--- config.mk ---
export PLATFORM = sky130hd
export DESIGN_NAME = stun_binding_response_parser_core
export DESIGN_NICKNAME = d
export VERILOG_FILES = /design/src/stunp_pkg.sv /design/src/stunp_parse.sv /design/src/stunp_out.sv /design/src/stun_binding_response_parser_core.sv
export SDC_FILE = /design/constraint.sdc
export NUM_CORES = 1
export LEC_CHECK = 0
export BUFFER_PORTS_ARGS = -buffer_cell sky130_fd_sc_hd__buf_2
export CAP_MARGIN = 30
export CORE_MARGIN = 4
export CORE_UTILIZATION = 47
export CTS_BUF_LIST = sky130_fd_sc_hd__clkbuf_8 sky130_fd_sc_hd__clkbuf_16
export DETAILED_ROUTE_END_ITERATION = 6
export GPL_ROUTABILITY_DRIVEN = 0
export GPL_TIMING_DRIVEN = 0
export PLACE_DENSITY = 0.72
export SYNTH_ARGS = -nofsm -noshare
export SYNTH_HDL_FRONTEND = slang
export SYNTH_SLANG_ARGS = --single-unit
--- constraint.sdc ---
create_clock -name i_clk -period 9.26 [get_ports i_clk]
set_clock_uncertainty 0.1 [all_clocks]
set_input_delay 0.463 -clock i_clk [delete_from_list [all_inputs] [get_ports i_clk]]
set_output_delay 0.463 -clock i_clk [all_outputs]
set_load 0.01 [all_outputs]
--- src/stunp_pkg.sv ---
`timescale 1ns / 1ps
// shared types and constants for the stun binding response parser
// no dependencies

package stunp_pkg;

    localparam int unsigned HDR_BYTES = 20;

    localparam logic [31:0] COOKIE_WORD  = 32'h2112_A442;
    localparam logic [15:0] TYPE_SUCCESS = 16'h0101;
    localparam logic [15:0] TYPE_ERROR   = 16'h0111;
    localparam logic [15:0] ATTR_XOR     = 16'h0020;
    localparam logic [15:0] ATTR_LEGACY  = 16'h0001;
    localparam logic [7:0]  FAMILY_V4    = 8'h01;
    localparam logic [7:0]  TOP_BITS     = 8'hC0;

    localparam logic CFG_TXN_HIGH = 1'b0;
    localparam logic CFG_TXN_LOW  = 1'b1;

    localparam logic [1:0] VERDICT_NONE    = 2'd0;
    localparam logic [1:0] VERDICT_SUCCESS = 2'd1;
    localparam logic [1:0] VERDICT_ERROR   = 2'd2;

    localparam logic [1:0] KIND_NONE   = 2'd0;
    localparam logic [1:0] KIND_XOR    = 2'd1;
    localparam logic [1:0] KIND_LEGACY = 2'd2;

    typedef struct packed {
        logic [7:0] data_byte;
        logic       last_byte;
    } t_beat;

    typedef struct packed {
        logic [31:0] mapped_address;
        logic [1:0]  address_kind;
        logic [1:0]  verdict;
    } t_result;

endpackage

--- src/stunp_parse.sv ---
`timescale 1ns / 1ps
// per-byte header check and attribute walk, one beat per cycle while i_go is high
// depends on stunp_pkg

module stunp_parse #(
    parameter int unsigned MAX_DATAGRAM_BYTES = 2048
) (
    input  logic             i_clk,
    input  logic             i_rst_n,
    input  logic             i_cfg_we,
    input  logic             i_cfg_addr,
    input  logic [63:0]      i_cfg_wdata,
    input  logic             i_go,
    input  stunp_pkg::t_beat i_beat,
    output logic             o_res_valid,
    output stunp_pkg::t_result o_res
);
    import stunp_pkg::*;

    localparam int unsigned CNT_W = $clog2(MAX_DATAGRAM_BYTES + 1);
    localparam logic [CNT_W-1:0] MAX_CNT = CNT_W'(MAX_DATAGRAM_BYTES);

    logic [31:0]      r_txn_high;
    logic [63:0]      r_txn_low;
    logic [CNT_W-1:0] r_count,       n_count;
    logic [15:0]      r_msg_type,    n_msg_type;
    logic [15:0]      r_body_len,    n_body_len;
    logic             r_hdr_good,    n_hdr_good;
    logic [16:0]      r_next_attr,   n_next_attr;
    logic [15:0]      r_attr_kind,   n_attr_kind;
    logic [15:0]      r_attr_len,    n_attr_len;
    logic [7:0]       r_attr_family, n_attr_family;
    logic             r_walk_stop,   n_walk_stop;
    logic [31:0]      r_xor_addr,    n_xor_addr;
    logic             r_xor_found,   n_xor_found;
    logic [31:0]      r_leg_addr,    n_leg_addr;
    logic             r_leg_found,   n_leg_found;

    logic [7:0]  b;
    logic [4:0]  hp;
    logic [95:0] txn_id;
    logic [7:0]  want;
    logic [17:0] pe, o, rel, span, lim;
    logic        fits;
    logic        ok;

    assign b      = i_beat.data_byte;
    assign txn_id = {r_txn_high, r_txn_low};

    always_comb begin
        n_count       = r_count;
        n_msg_type    = r_msg_type;
        n_body_len    = r_body_len;
        n_hdr_good    = r_hdr_good;
        n_next_attr   = r_next_attr;
        n_attr_kind   = r_attr_kind;
        n_attr_len    = r_attr_len;
        n_attr_family = r_attr_family;
        n_walk_stop   = r_walk_stop;
        n_xor_addr    = r_xor_addr;
        n_xor_found   = r_xor_found;
        n_leg_addr    = r_leg_addr;
        n_leg_found   = r_leg_found;
        hp   = r_count[4:0];
        want = 8'h00;
        pe   = 18'(r_count);
        lim  = 18'(HDR_BYTES) + 18'(r_body_len);
        o    = 18'(r_next_attr);
        rel  = 18'd0;
        span = 18'd0;
        fits = 1'b0;
        if (r_count < MAX_CNT) begin
            n_count = r_count + 1'b1;
            if (pe < 18'(HDR_BYTES)) begin
                // header bytes
                if (hp == 5'd0) begin
                    if ((b & TOP_BITS) != 8'h00) n_hdr_good = 1'b0;
                    n_msg_type = {b, 8'h00};
                end else if (hp == 5'd1) begin
                    n_msg_type = r_msg_type | {8'h00, b};
                end else if (hp == 5'd2) begin
                    n_body_len = {b, 8'h00};
                end else if (hp == 5'd3) begin
                    n_body_len = r_body_len | {8'h00, b};
                end else begin
                    if (hp < 5'd8) begin
                        want = 8'(COOKIE_WORD >> {5'd7 - hp, 3'b000});
                    end else begin
                        want = 8'(txn_id >> {5'd19 - hp, 3'b000});
                    end
                    if (b != want) n_hdr_good = 1'b0;
                end
            end else if (!r_walk_stop && pe >= o) begin
                // attribute walk
                rel = pe - o;
                if (rel >= 18'd4) begin
                    span = 18'd4 + ((18'(r_attr_len) + 18'd3) & ~18'd3);
                    if (rel == span) begin
                        o           = o + span;
                        n_next_attr = 17'(o);
                        rel         = 18'd0;
                    end
                end
                fits = (r_attr_len >= 16'd8) && (r_attr_family == FAMILY_V4);
                case (rel)
                    18'd0: begin
                        if (o + 18'd4 > lim) begin
                            n_walk_stop = 1'b1;
                        end else begin
                            n_attr_kind   = {b, 8'h00};
                            n_attr_len    = 16'h0000;
                            n_attr_family = 8'h00;
                        end
                    end
                    18'd1: n_attr_kind = r_attr_kind | {8'h00, b};
                    18'd2: n_attr_len  = {b, 8'h00};
                    18'd3: begin
                        n_attr_len = r_attr_len | {8'h00, b};
                        if (o + 18'd4 + 18'(n_attr_len) > lim) n_walk_stop = 1'b1;
                    end
                    18'd5: n_attr_family = b;
                    18'd8, 18'd9, 18'd10, 18'd11: begin
                        if (fits && r_attr_kind == ATTR_XOR && !r_xor_found) begin
                            n_xor_addr = {r_xor_addr[23:0], b};
                            if (rel == 18'd11) begin
                                n_xor_addr  = {r_xor_addr[23:0], b} ^ COOKIE_WORD;
                                n_xor_found = 1'b1;
                            end
                        end
                        if (fits && r_attr_kind == ATTR_LEGACY && !r_leg_found) begin
                            n_leg_addr = {r_leg_addr[23:0], b};
                            if (rel == 18'd11) n_leg_found = 1'b1;
                        end
                    end
                    default: ;
                endcase
            end
        end
    end

    // verdict from the state after this beat
    always_comb begin
        ok = (18'(n_count) >= 18'(HDR_BYTES)) && n_hdr_good &&
             (n_body_len[1:0] == 2'b00) &&
             (18'(n_body_len) <= 18'(n_count) - 18'(HDR_BYTES));
        o_res.verdict        = VERDICT_NONE;
        o_res.address_kind   = KIND_NONE;
        o_res.mapped_address = 32'h0;
        if (ok && n_msg_type == TYPE_ERROR) begin
            o_res.verdict = VERDICT_ERROR;
        end else if (ok && n_msg_type == TYPE_SUCCESS) begin
            o_res.verdict = VERDICT_SUCCESS;
            if (n_xor_found) begin
                o_res.address_kind   = KIND_XOR;
                o_res.mapped_address = n_xor_addr;
            end else if (n_leg_found) begin
                o_res.address_kind   = KIND_LEGACY;
                o_res.mapped_address = n_leg_addr;
            end
        end
    end

    assign o_res_valid = i_go && i_beat.last_byte;

    always_ff @(posedge i_clk) begin
        if (!i_rst_n) begin
            r_txn_high    <= 32'h0;
            r_txn_low     <= 64'h0;
            r_count       <= '0;
            r_msg_type    <= 16'h0;
            r_body_len    <= 16'h0;
            r_hdr_good    <= 1'b1;
            r_next_attr   <= 17'(HDR_BYTES);
            r_attr_kind   <= 16'h0;
            r_attr_len    <= 16'h0;
            r_attr_family <= 8'h0;
            r_walk_stop   <= 1'b0;
            r_xor_addr    <= 32'h0;
            r_xor_found   <= 1'b0;
            r_leg_addr    <= 32'h0;
            r_leg_found   <= 1'b0;
        end else begin
            if (i_cfg_we) begin
                case (i_cfg_addr)
                    CFG_TXN_HIGH: r_txn_high <= i_cfg_wdata[31:0];
                    CFG_TXN_LOW:  r_txn_low  <= i_cfg_wdata;
                    default: ;
                endcase
            end
            if (i_go) begin
                if (i_beat.last_byte) begin
                    // clear for the next datagram
                    r_count       <= '0;
                    r_msg_type    <= 16'h0;
                    r_body_len    <= 16'h0;
                    r_hdr_good    <= 1'b1;
                    r_next_attr   <= 17'(HDR_BYTES);
                    r_attr_kind   <= 16'h0;
                    r_attr_len    <= 16'h0;
                    r_attr_family <= 8'h0;
                    r_walk_stop   <= 1'b0;
                    r_xor_addr    <= 32'h0;
                    r_xor_found   <= 1'b0;
                    r_leg_addr    <= 32'h0;
                    r_leg_found   <= 1'b0;
                end else begin
                    r_count       <= n_count;
                    r_msg_type    <= n_msg_type;
                    r_body_len    <= n_body_len;
                    r_hdr_good    <= n_hdr_good;
                    r_next_attr   <= n_next_attr;
                    r_attr_kind   <= n_attr_kind;
                    r_attr_len    <= n_attr_len;
                    r_attr_family <= n_attr_family;
                    r_walk_stop   <= n_walk_stop;
                    r_xor_addr    <= n_xor_addr;
                    r_xor_found   <= n_xor_found;
                    r_leg_addr    <= n_leg_addr;
                    r_leg_found   <= n_leg_found;
                end
            end
        end
    end

    a_clear_after_last: assert property (@(posedge i_clk) disable iff (!i_rst_n)
        (i_go && i_beat.last_byte) |=> (r_count == '0 && r_hdr_good))
        else $error("state not cleared after final beat");

    a_attr_start_floor: assert property (@(posedge i_clk) disable iff (!i_rst_n)
        r_next_attr >= 17'(HDR_BYTES))
        else $error("attribute start inside header");

    a_no_addr_unless_success: assert property (@(posedge i_clk) disable iff (!i_rst_n)
        (o_res_valid && o_res.verdict != VERDICT_SUCCESS) |->
        (o_res.address_kind == KIND_NONE && o_res.mapped_address == 32'h0))
        else $error("address reported without success");

endmodule

--- src/stunp_out.sv ---
`timescale 1ns / 1ps
// result register in front of the master-side stream
// depends on stunp_pkg

module stunp_out (
    input  logic               i_clk,
    input  logic               i_rst_n,
    input  logic               i_res_valid,
    input  stunp_pkg::t_result i_res,
    output logic               o_free,
    output logic               m_axis_tvalid,
    input  logic               m_axis_tready,
    // verdict [1:0], address_kind [3:2], mapped_address [35:4], zero fill [39:36]
    output logic [39:0]        m_axis_tdata
);
    import stunp_pkg::*;

    logic    r_valid;
    t_result r_res;

    assign o_free        = !r_valid || m_axis_tready;
    assign m_axis_tvalid = r_valid;
    assign m_axis_tdata  = {4'h0, r_res};

    always_ff @(posedge i_clk) begin
        if (!i_rst_n) begin
            r_valid <= 1'b0;
        end else if (i_res_valid) begin
            r_valid <= 1'b1;
        end else if (m_axis_tready) begin
            r_valid <= 1'b0;
        end
    end

    always_ff @(posedge i_clk) begin
        if (i_res_valid) begin
            r_res <= i_res;
        end
    end

endmodule

--- src/stun_binding_response_parser_core.sv ---
`timescale 1ns / 1ps
// top level of the stun binding response parser
// depends on stunp_pkg, stunp_parse, stunp_out

// usage
// slave stream: one datagram byte per beat in s_axis_tdata[7:0], s_axis_tlast on the
// final byte. master stream: one result beat per datagram, sent after its last byte.
// config port: i_cfg_addr 0 writes the first four transaction id bytes (i_cfg_wdata
// [31:0]), i_cfg_addr 1 the last eight; write only while no datagram is in flight.
// throughput: one byte per cycle unless a final byte waits for the result register, set
// by a single input register feeding the per-byte parse logic, which updates all datagram state per byte.
// the final byte passes the input register, then its result is captured in the result
// register, which offers the result beat on the master stream.
// reset (synchronous, active low) clears the transaction id, the datagram state
// and empties both pipeline registers.
// when the master side stalls, the block keeps taking bytes of the next datagram;
// it only holds s_axis_tready low when a final byte waits and the result
// register is still occupied.

module stun_binding_response_parser_core #(
    parameter int unsigned MAX_DATAGRAM_BYTES = 2048
) (
    input  logic        i_clk,
    input  logic        i_rst_n,
    input  logic        i_cfg_we,
    input  logic        i_cfg_addr,
    input  logic [63:0] i_cfg_wdata,
    input  logic        s_axis_tvalid,
    output logic        s_axis_tready,
    // data_byte [7:0]
    input  logic [7:0]  s_axis_tdata,
    input  logic        s_axis_tlast,
    output logic        m_axis_tvalid,
    input  logic        m_axis_tready,
    // verdict [1:0], address_kind [3:2], mapped_address [35:4], zero fill [39:36]
    output logic [39:0] m_axis_tdata
);
    import stunp_pkg::*;

    logic    r_in_valid;
    t_beat   r_in_beat;
    logic    go;
    logic    out_free;
    logic    res_valid;
    t_result res;

    assign go            = r_in_valid && (!r_in_beat.last_byte || out_free);
    assign s_axis_tready = !r_in_valid || go;

    always_ff @(posedge i_clk) begin
        if (!i_rst_n) begin
            r_in_valid <= 1'b0;
        end else if (s_axis_tready) begin
            r_in_valid <= s_axis_tvalid;
        end
    end

    always_ff @(posedge i_clk) begin
        if (s_axis_tvalid && s_axis_tready) begin
            r_in_beat <= '{data_byte: s_axis_tdata, last_byte: s_axis_tlast};
        end
    end

    stunp_parse #(
        .MAX_DATAGRAM_BYTES (MAX_DATAGRAM_BYTES)
    ) u_parse (
        .i_clk       (i_clk),
        .i_rst_n     (i_rst_n),
        .i_cfg_we    (i_cfg_we),
        .i_cfg_addr  (i_cfg_addr),
        .i_cfg_wdata (i_cfg_wdata),
        .i_go        (go),
        .i_beat      (r_in_beat),
        .o_res_valid (res_valid),
        .o_res       (res)
    );

    stunp_out u_out (
        .i_clk         (i_clk),
        .i_rst_n       (i_rst_n),
        .i_res_valid   (res_valid),
        .i_res         (res),
        .o_free        (out_free),
        .m_axis_tvalid (m_axis_tvalid),
        .m_axis_tready (m_axis_tready),
        .m_axis_tdata  (m_axis_tdata)
    );

    a_no_overwrite: assert property (@(posedge i_clk) disable iff (!i_rst_n)
        (m_axis_tvalid && !m_axis_tready) |-> !res_valid)
        else $error("result produced while result register is held");

    a_held_last_blocks: assert property (@(posedge i_clk) disable iff (!i_rst_n)
        (r_in_valid && r_in_beat.last_byte && !out_free) |=>
        (r_in_valid && r_in_beat.last_byte))
        else $error("waiting final byte lost");

endmodule
### Word level (Yosys, flattened, before mapping)

Cells that the tools add are included.
W data, S select, Z words.

| storage, ports and cells | value |
|---|---|
| bits of input ports | 79 |
| flip-flop bits (word level) | 312 |

| cells by class | value |
|---|---|
| mux-type cells | 103 |
| $lt $le $gt $ge | 10 |
| add/subtract/negate cells | 11 |
| shift-type cells | 2 |
| eq/ne operators | 22 |
| bitwise logic cells | 7 |
| reductions and logical operators | 46 |

Operators by type and width:

| cell | number |
|---|---|
| $mux W32 | 12 |
| $mux W16 | 22 |
| $mux W18 | 10 |
| $mux W17 | 6 |
| $mux W8 | 12 |
| $shr A96 B8 Y8 | 1 |
| $eq A18 B4 Y1 const B | 4 |
| $mux W34 | 2 |
| $or A16 B8 Y16 | 4 |
| $pmux W16 S3 | 1 |
| $eq A18 B2 Y1 const B | 2 |
| $gt A18 B18 Y1 | 2 |
| $eq A16 B9 Y1 const B | 2 |
| $mux W1 | 32 |
| $pmux W16 S2 | 1 |
| $mux W30 | 1 |
| $shr A30 B8 Y8 const A | 1 |
| $mux W12 | 2 |
| $reduce_and A6 Y1 | 4 |
| $add A17 B18 Y18 | 1 |
| $add A18 B16 Y18 | 1 |
| $add A18 B3 Y18 const B | 1 |
| $add A3 B18 Y18 const A | 1 |
| $eq A18 B1 Y1 const B | 1 |
| other kinds (45) | 75 |

### Logic depth before layout (Yosys ltp)

Gate-level depths: netlist of run 1.

| logic depth | value |
|---|---|
| depth in word-level cells | 23 |
| mapped depth | 41 |

### Modules after synthesis

Synthesis of run 1 repeated with hierarchy kept, for this count alone.

| unflattened totals | value |
|---|---|
| cell total of the unflattened synthesis | 2,202 |
| area total of the unflattened synthesis | 19,331.0 um^2 |

By module, submodules not included:

| module | instances | cells an instance | area an instance (um^2) |
|---|---|---|---|
| stunp_parse | 1 | 2,141 | 17,822.1 |
| stunp_out | 1 | 45 | 1,163.6 |
| stun_binding_response_parser_core | 1 | 16 | 345.3 |

### Worst setup path after synthesis of run 1

OpenSTA, ideal clock, no wires.

| path | value |
|---|---|
| path type | register to register |
| from | register u_parse.r_attr_len[0] |
| to | register u_parse.r_walk_stop |
| required time | 9.038 ns |
| stages on the path, launching flop included | 40 |
| path slack | 1.462 ns |
| data arrival time | 7.577 ns |
| period minus slack after synthesis | 7.798 ns |
| cells stage by stage | dfxtp_1 -> or3_1 -> nand2_1 -> inv_1 -> ha_1 -> o2111ai_1 -> a21oi_4 -> nand2_2 -> xnor2_2 -> xnor3_1 -> or4b_4 -> nor4_4 -> buf_2 -> clkbuf_1 -> nand2_1 -> o21ai_0 -> ha_1 -> clkbuf_1 -> [... 4 more ...] -> ha_1 -> inv_1 -> o21bai_1 -> a21o_1 -> a21oi_1 -> nor2b_1 -> o41ai_1 -> nor2_1 -> a211oi_1 -> o21ai_0 -> xor2_1 -> ha_1 -> nand2_1 -> or4_1 -> o2111ai_1 -> a31oi_1 -> nor2_1 -> nor3_1 |

| between the ends | value |
|---|---|
| cells in the longest elaborated chain, start to end | 14 |
| elaborated cells on any way between the ends | 30 |
| those cells by class | add/sub (5); order compare (2); eq/ne (4); mux (15); bitwise (1); reduce/logical (3) |

Ends and longest elaborated chain:

| what | RTL line | text |
|---|---|---|
| start, declared | stunp_parse.sv:31 | `logic [15:0] r_attr_len, n_attr_len;` |
| start signal, assigned | stunp_parse.sv:213 | `r_attr_len <= n_attr_len;` |
| branches (longest 14 deep; another with $add A3 B18 Y18) | - |  |
| end signal, assigned | stunp_parse.sv:215 | `r_walk_stop <= n_walk_stop;` |
| end, declared | stunp_parse.sv:33 | `logic r_walk_stop, n_walk_stop;` |

Several ways; the timed one is not identified. The select of a mux whose other input is x is not followed.
A chain may end at the register's enable or synchronous reset.

### Final worst setup path of run 1

| path | value |
|---|---|
| from | register u_parse.r_attr_len[2] |
| to | register u_parse.r_walk_stop |

Same word-level chain as after synthesis.

==> reports/metrics.csv, run 1 <==
stage,metric,value,unit
routing,drt total wl,60700,microns
pwr,Leak,8.39,nW
yosys,main flop type after synthesis,dfxtp_1,
die,Initial Utilization,47.5,%
cts,clock latency on the worst-skew pair,0.53,ns
cts,CTS tree,yes,
timing,Max Fclk,114,MHz
timing,Hold Slack,0.0176,ns
setup_path,worst flop-to-flop path endpoint,u_parse.r_walk_stop$_SDFFE_PN0P_,
yosys,Yosys Warn Count,0,
timing,Setup-failing EPs final,0,
yosys,Synth async-reset ratio,0,%
cts,CTS buffer count,35,
die,core box area,0.0408,sq mm
finish,Fillers,3677,
routing,Wirelength per Cell,20.5,microns
pwr,final total power,0.00308,W
finish,multi-input logic area,0.0119,sq mm
setup_path,worst r2r src,u_parse.r_attr_len[2]$_SDFFE_PN0P_,
global_route,vias in the first global route,17400,
finish,Reg area,0.00666,sq mm
yosys,mapped cell area,0.0194,sq mm
die,I/O pin count,121,
cts,Max Root-Sink Buffers,3,
setup_path,WP buf/inv,3,
setup_path,Crit. End Element,flop,
timing,Slew HR,33.0,%
timing,Final Slew Violations,0,
pwr,Pwr Density,141,mW/mm^2
setup_path,Max stage delay on crit path,0.63,ns
placement,# port buffers,116,
setup_path,CP Class,flop to flop,
cts,CTS Root Buffer Type,clkbuf_16,
timing,crit path time final,8.79,ns
routing,"antenna viol nets, final",0,
global_route,Tot GR Track Use,26.3,%
pwr,peak supply drop,125,uV
yosys,top cell type's share of synthesized area,27.4,%
min_path,Hold Crit Start,s_axis_tdata[7],
die,die height,211,microns
die,Rows,74,
global_route,first-pass GRT wire length,94300,microns
setup_path,Crit Path Max Fanout,10,
setup_path,CP required,9.56,ns
die,Die Area,0.0446,sq mm
finish,fin nets,2581,
setup_path,CP max-delay cell,or4b_4,
yosys,sequential share of the synthesized area,34.3,%
setup_path,Worst path top cell family by delay,compound AO/OA/AOI/OAI gates,
finish,"commonest non-fill, non-tap cell in the layout",nand2_1,
finish,layout cells sized above 1,12.1,%
routing,Vias per Instance,5.98,
timing,RSZ-0062 raised after global routing,false,
flow_run,Max-Cap Viols,0,
die,Die X,211,microns
cts,# H-tree levels,2,
timing,final hold vios,0,
timing,period utilization,95.0,%
global_route,initial antenna violation count,2,
timing,setup TNS,0,ns
routing,DR iter-0 viols,1885,
setup_path,r2r worst-path depth,37,
yosys,Post-synth EDFFs,45,
yosys,cell taking the most area after synthesis,dfxtp_1,
cts,"Reg clk slew, reported paths",0.06,ns
routing,DR pass1 iterations,6,
routing,vias,17700,
yosys,Unique masters post-synth,96,
routing,Residual DRC,0,
yosys,Cells after Synth,2233,
min_path,hold endpoint,r_in_beat[8]$_DFFE_PP_,
timing,Worst Tran Pin Value,1.01,ns
finish,area delta synth->final,12.9,%
setup_path,crit path DAT,9.10,ns
yosys,Synth Register Bits,310,
setup_path,kind of start point of the critical path,flop,
min_path,hold depth,1,
finish,most frequent cells in the layout,"311 x nand2_1, 265 x dfxtp_1, 136 x buf_2",
cts,CTS sink count,310,
yosys,most area-consuming cells after synthesis,"dfxtp_1 27%, edfxtp_1 7.0%, ha_1 6.8%",
status,outcome,finished clean,
min_path,worst min path class,primary input to flop,
global_route,grt ovf,0,
global_route,largest net degree at the start of global routing,38,
setup_path,R2R setup slack,0.47,ns
placement,post-DP HPWL,46700,microns
yosys,synthesized area per cell,8.69,sq um
cell usage after synthesis, types with 8 or more instances:
library cell	count
and3_1	16
o21ai_0	68
xnor2_1	69
and2_1	44
a21boi_0	101
mux2i_1	77
or3_1	16
edfxtp_1	45
ha_1	106
dfxtp_1	265
mux2_2	9
nand2_1	311
or4_1	8
a21oi_1	115
a22oi_1	67
o22ai_1	44
buf_2	19
nand2b_1	10
or2_2	14
o21a_1	13
clkbuf_1	107
o2bb2ai_1	16
o21bai_1	9
xor2_1	49
and4_1	9
inv_1	66
nor3_1	52
nand3_1	44
nand4_1	23
o21ai_1	21
nor2_1	102
a21o_1	31
a31oi_1	10
nor2b_1	106
mux4_2	24
a211oi_1	9
nor4_1	18
logic make-up (layout without fill, tap and decap cells):
kind of cell / after synthesis / in the layout / synth area share, %
and+or+nand+nor: 809 / 809 / 21.1
DFF: 310 / 310 / 34.3
muxes: 110 / 110 / 7.28
buffers and inverters: 213 / 396 / 4.75
other: 2 / 8 / 0.0387
AOI/OAI and AO/OA: 555 / 555 / 19.2
xor gates and xnor gates: 127 / 127 / 6.36
adders and majority gates: 107 / 107 / 6.94
layer usage:
metal / part of all wire (%) / track usage (%) / wire (microns) / vias to the layer above
met5: 0 / 0 / 0 / -
met4: 4.4 / 10.8 / 2700 / 0
met3: 9.0 / 4.41 / 5460 / 159
met2: 46 / 43.3 / 27900 / 812
met1: 41 / 34.6 / 24600 / 8376
li1: - / - / - / 8308
flip-flops by register name (all words and copies together) (netlist names), 8 cells and up:
signal,cells
u_parse.r_txn_high,32
u_parse.r_leg_addr,32
u_parse.r_attr_kind,16
u_out.m_axis_tdata,36
r_in_beat,9
u_parse.r_txn_low,64
u_parse.r_attr_family,8
u_parse.r_next_attr,15
u_parse.r_count,12
u_parse.r_xor_addr,32
u_parse.r_attr_len,16
u_parse.r_body_len,16
u_parse.r_msg_type,16
worst max-delay path by stage:
stage / slack, ns / startpoint / depth (start not counted) / end
after floorplan: 1.46 / u_parse.r_attr_len[0]$_SDFFE_PN0P_ / 39 / u_parse.r_walk_stop$_SDFFE_PN0P_
after global placement: -0.44 / u_parse.r_count[0]$_SDFFE_PN0P_ / 39 / u_parse.r_walk_stop$_SDFFE_PN0P_
after detailed placement: -0.59 / u_parse.r_count[0]$_SDFFE_PN0P_ / 39 / u_parse.r_walk_stop$_SDFFE_PN0P_
after CTS: 0.02 / u_parse.r_count[1]$_SDFFE_PN0P_ / 38 / u_parse.r_walk_stop$_SDFFE_PN0P_
after global routing: 0.05 / u_parse.r_attr_len[0]$_SDFFE_PN0P_ / 38 / u_parse.r_walk_stop$_SDFFE_PN0P_
final: 0.47 / u_parse.r_attr_len[2]$_SDFFE_PN0P_ / 37 / u_parse.r_walk_stop$_SDFFE_PN0P_
stage by stage:
| step | util (%) | worst slack (ns) | instance area, sq um | cells |
|---|---|---|---|---|
| final | 53.6 | 0.465 | 21900 | 2954 |
| after global routing | 53.6 | 0.0547 | 21900 | 2953 |
| after CTS | 53.5 | 0.0218 | 21800 | 2951 |
| after detailed placement | 50.6 | -0.592 | 20700 | 2887 |
| after global placement | 50.6 | -0.436 | 20700 | 2886 |
| after floorplan | - | 1.46 | 19400 | 2238 |
power by group:
part / switching (W) / internal [W] / leakage (nW) / total [W]
Sequential: 0.0000192 / 0.00139 / 2.63 / 0.00141
Combinational: 0.000161 / 0.0000936 / 5.16 / 0.000255
Clock: 0.000578 / 0.000835 / 0.600 / 0.00141
cell type report:
type	instances	area share [%]
Tap cell	532	3.04
Clock buffer	41	4.43
Multi-Input combinational cell	1715	54.2
Timing Repair Buffer	123	2.89
Antenna cell	1	0.0114
Inverter	66	1.13
Sequential cell	310	30.4
Clock inverter	22	0.903
Buffer	144	3.04
what timing repair did:
item | in CTS | in global routing
setup endpoints to repair | 33 | 33
setup buffers | 1 | 2
pin swaps | 1 | 1
resized for setup | 3 | 8
hold endpoints to repair | 1 | 0
hold buffers | 1 | 0
No activity file was read; power rests on OpenSTA's default activity.
==> inputs of run 2 (changes only) <==
--- a/config.mk
+++ b/config.mk
@@ -14,6 +14,7 @@
 export GPL_ROUTABILITY_DRIVEN = 0
 export GPL_TIMING_DRIVEN = 0
 export PLACE_DENSITY = 0.72
+export SETUP_SLACK_MARGIN = 0.02
 export SYNTH_ARGS = -nofsm -noshare
 export SYNTH_HDL_FRONTEND = slang
 export SYNTH_SLANG_ARGS = --single-unit
==> constraint.sdc (replaced) <==
create_clock -name i_clk -period 9.26 [get_ports i_clk]
set_clock_uncertainty 0.1 [all_clocks]
set_input_delay 1.389 -clock i_clk [delete_from_list [all_inputs] [get_ports i_clk]]
set_output_delay 1.389 -clock i_clk [all_outputs]
set_load 0.01 [all_outputs]
==> run 2 against run 1 <==
Die area stayed put. Sequential cell count did not move. Hold slack better by 0.33 ns. Total power barely moved. Non-clock buffer count fell by 1. Global-route usage is essentially flat. Sequential share of layout area about the same. Final cell count unchanged. Critical path depth stayed put. Register-to-register slack is essentially flat.
==> reports/metrics.csv, run 2 (same netlist as run 1, synthesis figures left out) <==
stage,metric,value,unit
status,outcome,finished clean,
routing,drt total wl,60600,microns
routing,Residual DRC,0,
pwr,peak supply drop,125,uV
cts,"Reg clk slew, reported paths",0.06,ns
timing,crit path time final,8.79,ns
placement,dpl cells,2887,
die,Initial Utilization,47.5,%
placement,# port buffers,116,
cts,CTS sink count,310,
setup_path,CP max-delay cell,or4b_4,
placement,DP Worst Slack,-0.592,ns
finish,Top reg by flops,u_parse.r_txn_low,
min_path,Hold Crit Start,u_parse.r_attr_kind[10]$_SDFFE_PN0P_,
min_path,hold endpoint,u_parse.r_attr_kind[10]$_SDFFE_PN0P_,
pwr,clock share of power,45.9,%
finish,area delta synth->final,12.9,%
finish,fin nets,2580,
pwr,Reg power frac,45.8,%
min_path,worst min path class,flop to flop,
routing,"antenna viol nets, final",0,
pwr,Leak,8.39,nW
die,core box area,0.0408,sq mm
setup_path,Crit. End Element,flop,
finish,"Cell Count, Final, Fillers Out",2954,
finish,"commonest non-fill, non-tap cell in the layout",nand2_1,
routing,Wirelength per Cell,20.5,microns
timing,Worst Tran Pin Value,1.00,ns
cts,CTS buffer count,35,
die,Rows,74,
global_route,initial antenna violation count,2,
die,I/O pin count,121,
cts,clock latency on the worst-skew pair,0.53,ns
cts,CTS Root Buffer Type,clkbuf_16,
pwr,internal power,0.00232,W
pwr,Comb pwr share,8.3,%
setup_path,R2R setup slack,0.47,ns
global_route,Tot GR Track Use,26.3,%
setup_path,worst r2r src,u_parse.r_attr_len[2]$_SDFFE_PN0P_,
die,die height,211,microns
cts,Max Root-Sink Buffers,3,
global_route,first-pass GRT wire length,94200,microns
global_route,vias in the first global route,17300,
timing,period utilization,94.9,%
global_route,grt ovf,0,
timing,Setup-failing EPs final,0,
timing,Max Fclk,114,MHz
cts,# H-tree levels,2,
timing,Slew HR,33.1,%
cts,CTS tree,yes,
global_route,largest net degree at the start of global routing,38,
routing,DR pass1 iterations,6,
pwr,Switching Power,0.000757,W
routing,Vias per Instance,5.97,
setup_path,kind of start point of the critical path,flop,
placement,post-DP HPWL,46700,microns
setup_path,CP Class,flop to flop,
pwr,switching portion of total power,24.6,%
timing,final hold vios,0,
timing,setup ws final,0.468,ns
routing,vias,17600,
setup_path,r2r worst-path depth,37,
finish,max reg flops,64,
flow_run,Max-Cap Viols,0,
pwr,Pwr Density,141,mW/mm^2
setup_path,CP required,9.56,ns
die,Die X,211,microns
setup_path,Crit Path Max Fanout,10,
timing,RSZ-0062 raised after global routing,false,
routing,DR iter-0 viols,1732,
finish,layout cells sized above 1,12.1,%
timing,Final Slew Violations,0,
die,Die Area,0.0446,sq mm
finish,most frequent cells in the layout,"311 x nand2_1, 265 x dfxtp_1, 136 x buf_2",
setup_path,worst flop-to-flop path endpoint,u_parse.r_walk_stop$_SDFFE_PN0P_,
setup_path,crit path DAT,9.09,ns
setup_path,Max stage delay on crit path,0.63,ns
min_path,hold depth,2,
-- run 2: cell type report --
type | count | area (sq um)
Fill cell | 3679 | 18900
Multi-Input combinational cell | 1715 | 11900
Sequential cell | 310 | 6660
Clock buffer | 41 | 970
Buffer | 144 | 666
Tap cell | 532 | 666
Timing Repair Buffer | 122 | 623
Inverter | 66 | 248
Clock inverter | 22 | 198
Antenna cell | 2 | 5.00
-- run 2: how the worst max path moves through the flow --
stage	from	endpoint	slack (ns)	cells past startpoint
after floorplan	u_parse.r_attr_len[0]$_SDFFE_PN0P_	u_parse.r_walk_stop$_SDFFE_PN0P_	1.46	39
after global placement	u_parse.r_count[0]$_SDFFE_PN0P_	u_parse.r_walk_stop$_SDFFE_PN0P_	-0.44	39
after detailed placement	u_parse.r_count[0]$_SDFFE_PN0P_	u_parse.r_walk_stop$_SDFFE_PN0P_	-0.59	39
after CTS	u_parse.r_count[1]$_SDFFE_PN0P_	u_parse.r_walk_stop$_SDFFE_PN0P_	0.02	38
after global routing	u_parse.r_attr_len[0]$_SDFFE_PN0P_	u_parse.r_walk_stop$_SDFFE_PN0P_	0.05	38
final	u_parse.r_attr_len[2]$_SDFFE_PN0P_	u_parse.r_walk_stop$_SDFFE_PN0P_	0.47	37
-- run 2: metal layers --
metal	track usage, %	share of wire (%)	up-vias
met5	0	0	-
met4	10.8	4.4	0
met3	4.49	9.1	157
met2	43.3	46	802
met1	34.6	40	8376
li1	-	-	8305
-- run 2: what timing repair did --
action | 4_1_cts | 5_1_grt
endpoints found under the setup margin | 33 | 33
pin swaps | 1 | 1
setup buffers | 1 | 2
endpoints found under the hold margin | 0 | 0
hold buffers | 0 | 0
resized for setup | 3 | 8
-- run 2: stage by stage --
| stage | utilization, % | hold WS [ns] | TNS (ns) | cell area [sq um] | power (W) |
|---|---|---|---|---|---|
| after detailed placement | 50.6 | 0.341 | -10.36 | 20700 | 0.00169 |
| after floorplan | - | 0.323 | 0 | 19400 | 0.00159 |
| after global placement | 50.6 | 0.331 | -4.36 | 20700 | 0.00168 |
| after global routing | 53.6 | 0.370 | 0 | 21900 | 0.00318 |
| final | 53.6 | 0.348 | 0 | 21900 | 0.00308 |
| after CTS | 53.5 | 0.350 | 0 | 21800 | 0.00309 |
-- run 2: worst max-delay path, delay by kind of cell, from the launching register on --
family	cells	cell delay (ns)
AO/OA/AOI/OAI	13	2.68
AND/OR/NAND/NOR	12	2.30
adder cells (fa/ha/maj)	4	1.21
XOR/XNOR	5	1.19
buffers and inverters	3	0.69
flip-flops	1	0.50
-- run 2: power groups by stage --
stage / logic [W] / registers, W / clock network, W
after CTS: 0.000250 / 0.00141 / 0.00143
after detailed placement: 0.000249 / 0.00144 / 0
after global routing: 0.000275 / 0.00141 / 0.00149
final: 0.000254 / 0.00141 / 0.00141
after floorplan: 0.000159 / 0.00143 / 0
after global placement: 0.000242 / 0.00144 / 0
==> inputs of run 3 (changes only) <==
--- a/config.mk
+++ b/config.mk
@@ -5,15 +5,15 @@
 export SDC_FILE = /design/constraint.sdc
 export NUM_CORES = 1
 export LEC_CHECK = 0
-export BUFFER_PORTS_ARGS = -buffer_cell sky130_fd_sc_hd__buf_2
 export CAP_MARGIN = 30
 export CORE_MARGIN = 4
 export CORE_UTILIZATION = 47
 export CTS_BUF_LIST = sky130_fd_sc_hd__clkbuf_8 sky130_fd_sc_hd__clkbuf_16
 export DETAILED_ROUTE_END_ITERATION = 6
+export DONT_BUFFER_PORTS = 1
 export GPL_ROUTABILITY_DRIVEN = 0
 export GPL_TIMING_DRIVEN = 0
-export PLACE_DENSITY = 0.72
+export PLACE_DENSITY = 0.7
 export SETUP_SLACK_MARGIN = 0.02
 export SYNTH_ARGS = -nofsm -noshare
 export SYNTH_HDL_FRONTEND = slang
==> run 3 against run 2 <==
Design area fell by 2.9%. Core utilization fell by 1.6 points. Fmax rose by 0.28%. Die area did not move. Final cell count fell by 4.1%. Non-clock buffer count fell by 121. Register-to-register slack improved by 0.02 ns. Sequential cell count did not move. Total power fell by 2.1%. Largest power group unchanged.
==> reports/metrics.csv, run 3 (same netlist as run 1, synthesis figures left out) <==
stage,metric,value,unit
status,outcome,finished clean,
finish,"commonest non-fill, non-tap cell in the layout",nand2_1,
setup_path,kind of start point of the critical path,flop,
placement,post-DP HPWL,46200,microns
setup_path,crit path DAT,9.09,ns
finish,max reg flops,64,
global_route,Tot GR Track Use,26.3,%
global_route,first-pass GRT wire length,94100,microns
cts,Max Root-Sink Buffers,3,
global_route,vias in the first global route,17100,
cts,# H-tree levels,2,
timing,Slew HR,29.4,%
finish,multi-input logic area,0.0119,sq mm
timing,setup TNS,0,ns
cts,CTS buffer count,35,
setup_path,CP required,9.58,ns
die,I/O pin count,121,
die,Die Area,0.0446,sq mm
die,Rows,74,
finish,layout cells sized above 1,7.48,%
global_route,initial antenna violation count,5,
timing,Worst Tran Pin Value,1.05,ns
die,Die X,211,microns
finish,fin area,0.0213,sq mm
routing,vias,17200,
timing,final hold vios,0,
placement,# port buffers,0,
cts,CTS sink count,310,
timing,Max Fclk,114,MHz
finish,Fillers,3830,
global_route,largest net degree at the start of global routing,38,
setup_path,Max stage delay on crit path,0.60,ns
flow_run,Max-Cap Viols,0,
die,core box area,0.0408,sq mm
setup_path,CP dominant cell by count,ha_1,
setup_path,Crit Path Max Fanout,17,
finish,fin nets,2459,
setup_path,Crit. End Element,flop,
routing,drt total wl,60400,microns
finish,Reg area,0.00666,sq mm
routing,DR pass1 iterations,6,
die,Initial Utilization,47.5,%
die,die height,211,microns
timing,crit path time final,8.77,ns
global_route,grt ovf,0,
finish,post-layout util,52.1,%
finish,most frequent cells in the layout,"311 x nand2_1, 264 x dfxtp_1, 114 x a21oi_1",
routing,Residual DRC,0,
setup_path,CP Class,flop to flop,
cts,CTS Root Buffer Type,clkbuf_16,
setup_path,CP max-delay cell,or4b_4,
pwr,Pwr Density,142,mW/mm^2
cts,"Reg clk slew, reported paths",0.06,ns
routing,Vias per Instance,6.07,
routing,DR iter-0 viols,1787,
routing,Wirelength per Cell,21.3,microns
routing,"antenna viol nets, final",0,
cts,CTS tree,yes,
cts,clock latency on the worst-skew pair,0.54,ns
timing,Setup-failing EPs final,0,
min_path,worst min path class,flop to flop,
pwr,Leak,7.85,nW
pwr,peak supply drop,137,uV
placement,DP Area,0.0201,sq mm
timing,Final Slew Violations,0,
finish,area delta synth->final,9.58,%
finish,Top reg by flops,u_parse.r_txn_low,
timing,period utilization,94.7,%
run 3: worst paths after layout:
kind | from | end | slack [ns] | cells after the start
max | u_parse.r_count[0]$_SDFFE_PN0P_ | u_parse.r_walk_stop$_SDFFE_PN0P_ | 0.49 | 36
min | u_parse.r_attr_kind[8]$_SDFFE_PN0P_ | u_parse.r_attr_kind[8]$_SDFFE_PN0P_ | 0.34 | 2
max reg2reg | u_parse.r_count[0]$_SDFFE_PN0P_ | u_parse.r_walk_stop$_SDFFE_PN0P_ | 0.49 | 36
min reg2reg | u_parse.r_attr_kind[8]$_SDFFE_PN0P_ | u_parse.r_attr_kind[8]$_SDFFE_PN0P_ | 0.34 | 2
run 3: where the power goes:
group / switching [W] / internal (W) / total (W)
sequential: 0.0000197 / 0.00139 / 0.00141
clock: 0.000567 / 0.000803 / 0.00137
combinational: 0.000150 / 0.0000810 / 0.000231
total: 0.000736 / 0.00227 / 0.00301
run 3: metal layers:
layer / vias to the layer above / track usage, % / part of all wire, %
met3: 176 / 6.24 / 10
met5: - / 0 / 0.076
met2: 800 / 41.9 / 45
li1: 8066 / - / -
met4: 6 / 10.8 / 4.3
met1: 8151 / 34.6 / 41
run 3: area by class of cell:
cell class	instances	share of cell area, %
clock buffer	39	4.54
multi-input combinational	1715	55.9
tap	532	3.13
inverter	66	1.18
antenna	2	0.0235
timing repair buffer	1	0.0353
buffer	144	3.14
clock inverter	23	0.748
sequential	310	31.3
run 3: what timing repair did:
action	in CTS	in global routing
pin swaps	1	0
setup buffers	1	0
hold buffers	0	0
gates resized for setup	4	12
endpoints found under the setup margin	35	33
run 3: per-stage QoR:
stage,cells,setup WS [ns],power (W),hold slack [ns]
floorplan,2238,1.46,0.00159,0.323
global placement,2770,-0.601,0.00166,0.330
detailed placement,2770,-0.672,0.00166,0.340
CTS,2832,0.139,0.00303,0.347
global route,2831,-0.00482,0.00311,0.362
finish,2832,0.492,0.00301,0.342
run 3: worst max-delay path: cells and delay by family, from the launching register on:
family / cells / cell delay [ns]
compound gates: 12 / 2.44
xor+xnor: 2 / 0.35
fa+ha+maj: 4 / 1.27
buf+inv: 6 / 1.58
flops: 1 / 0.33
simple gates: 12 / 2.57
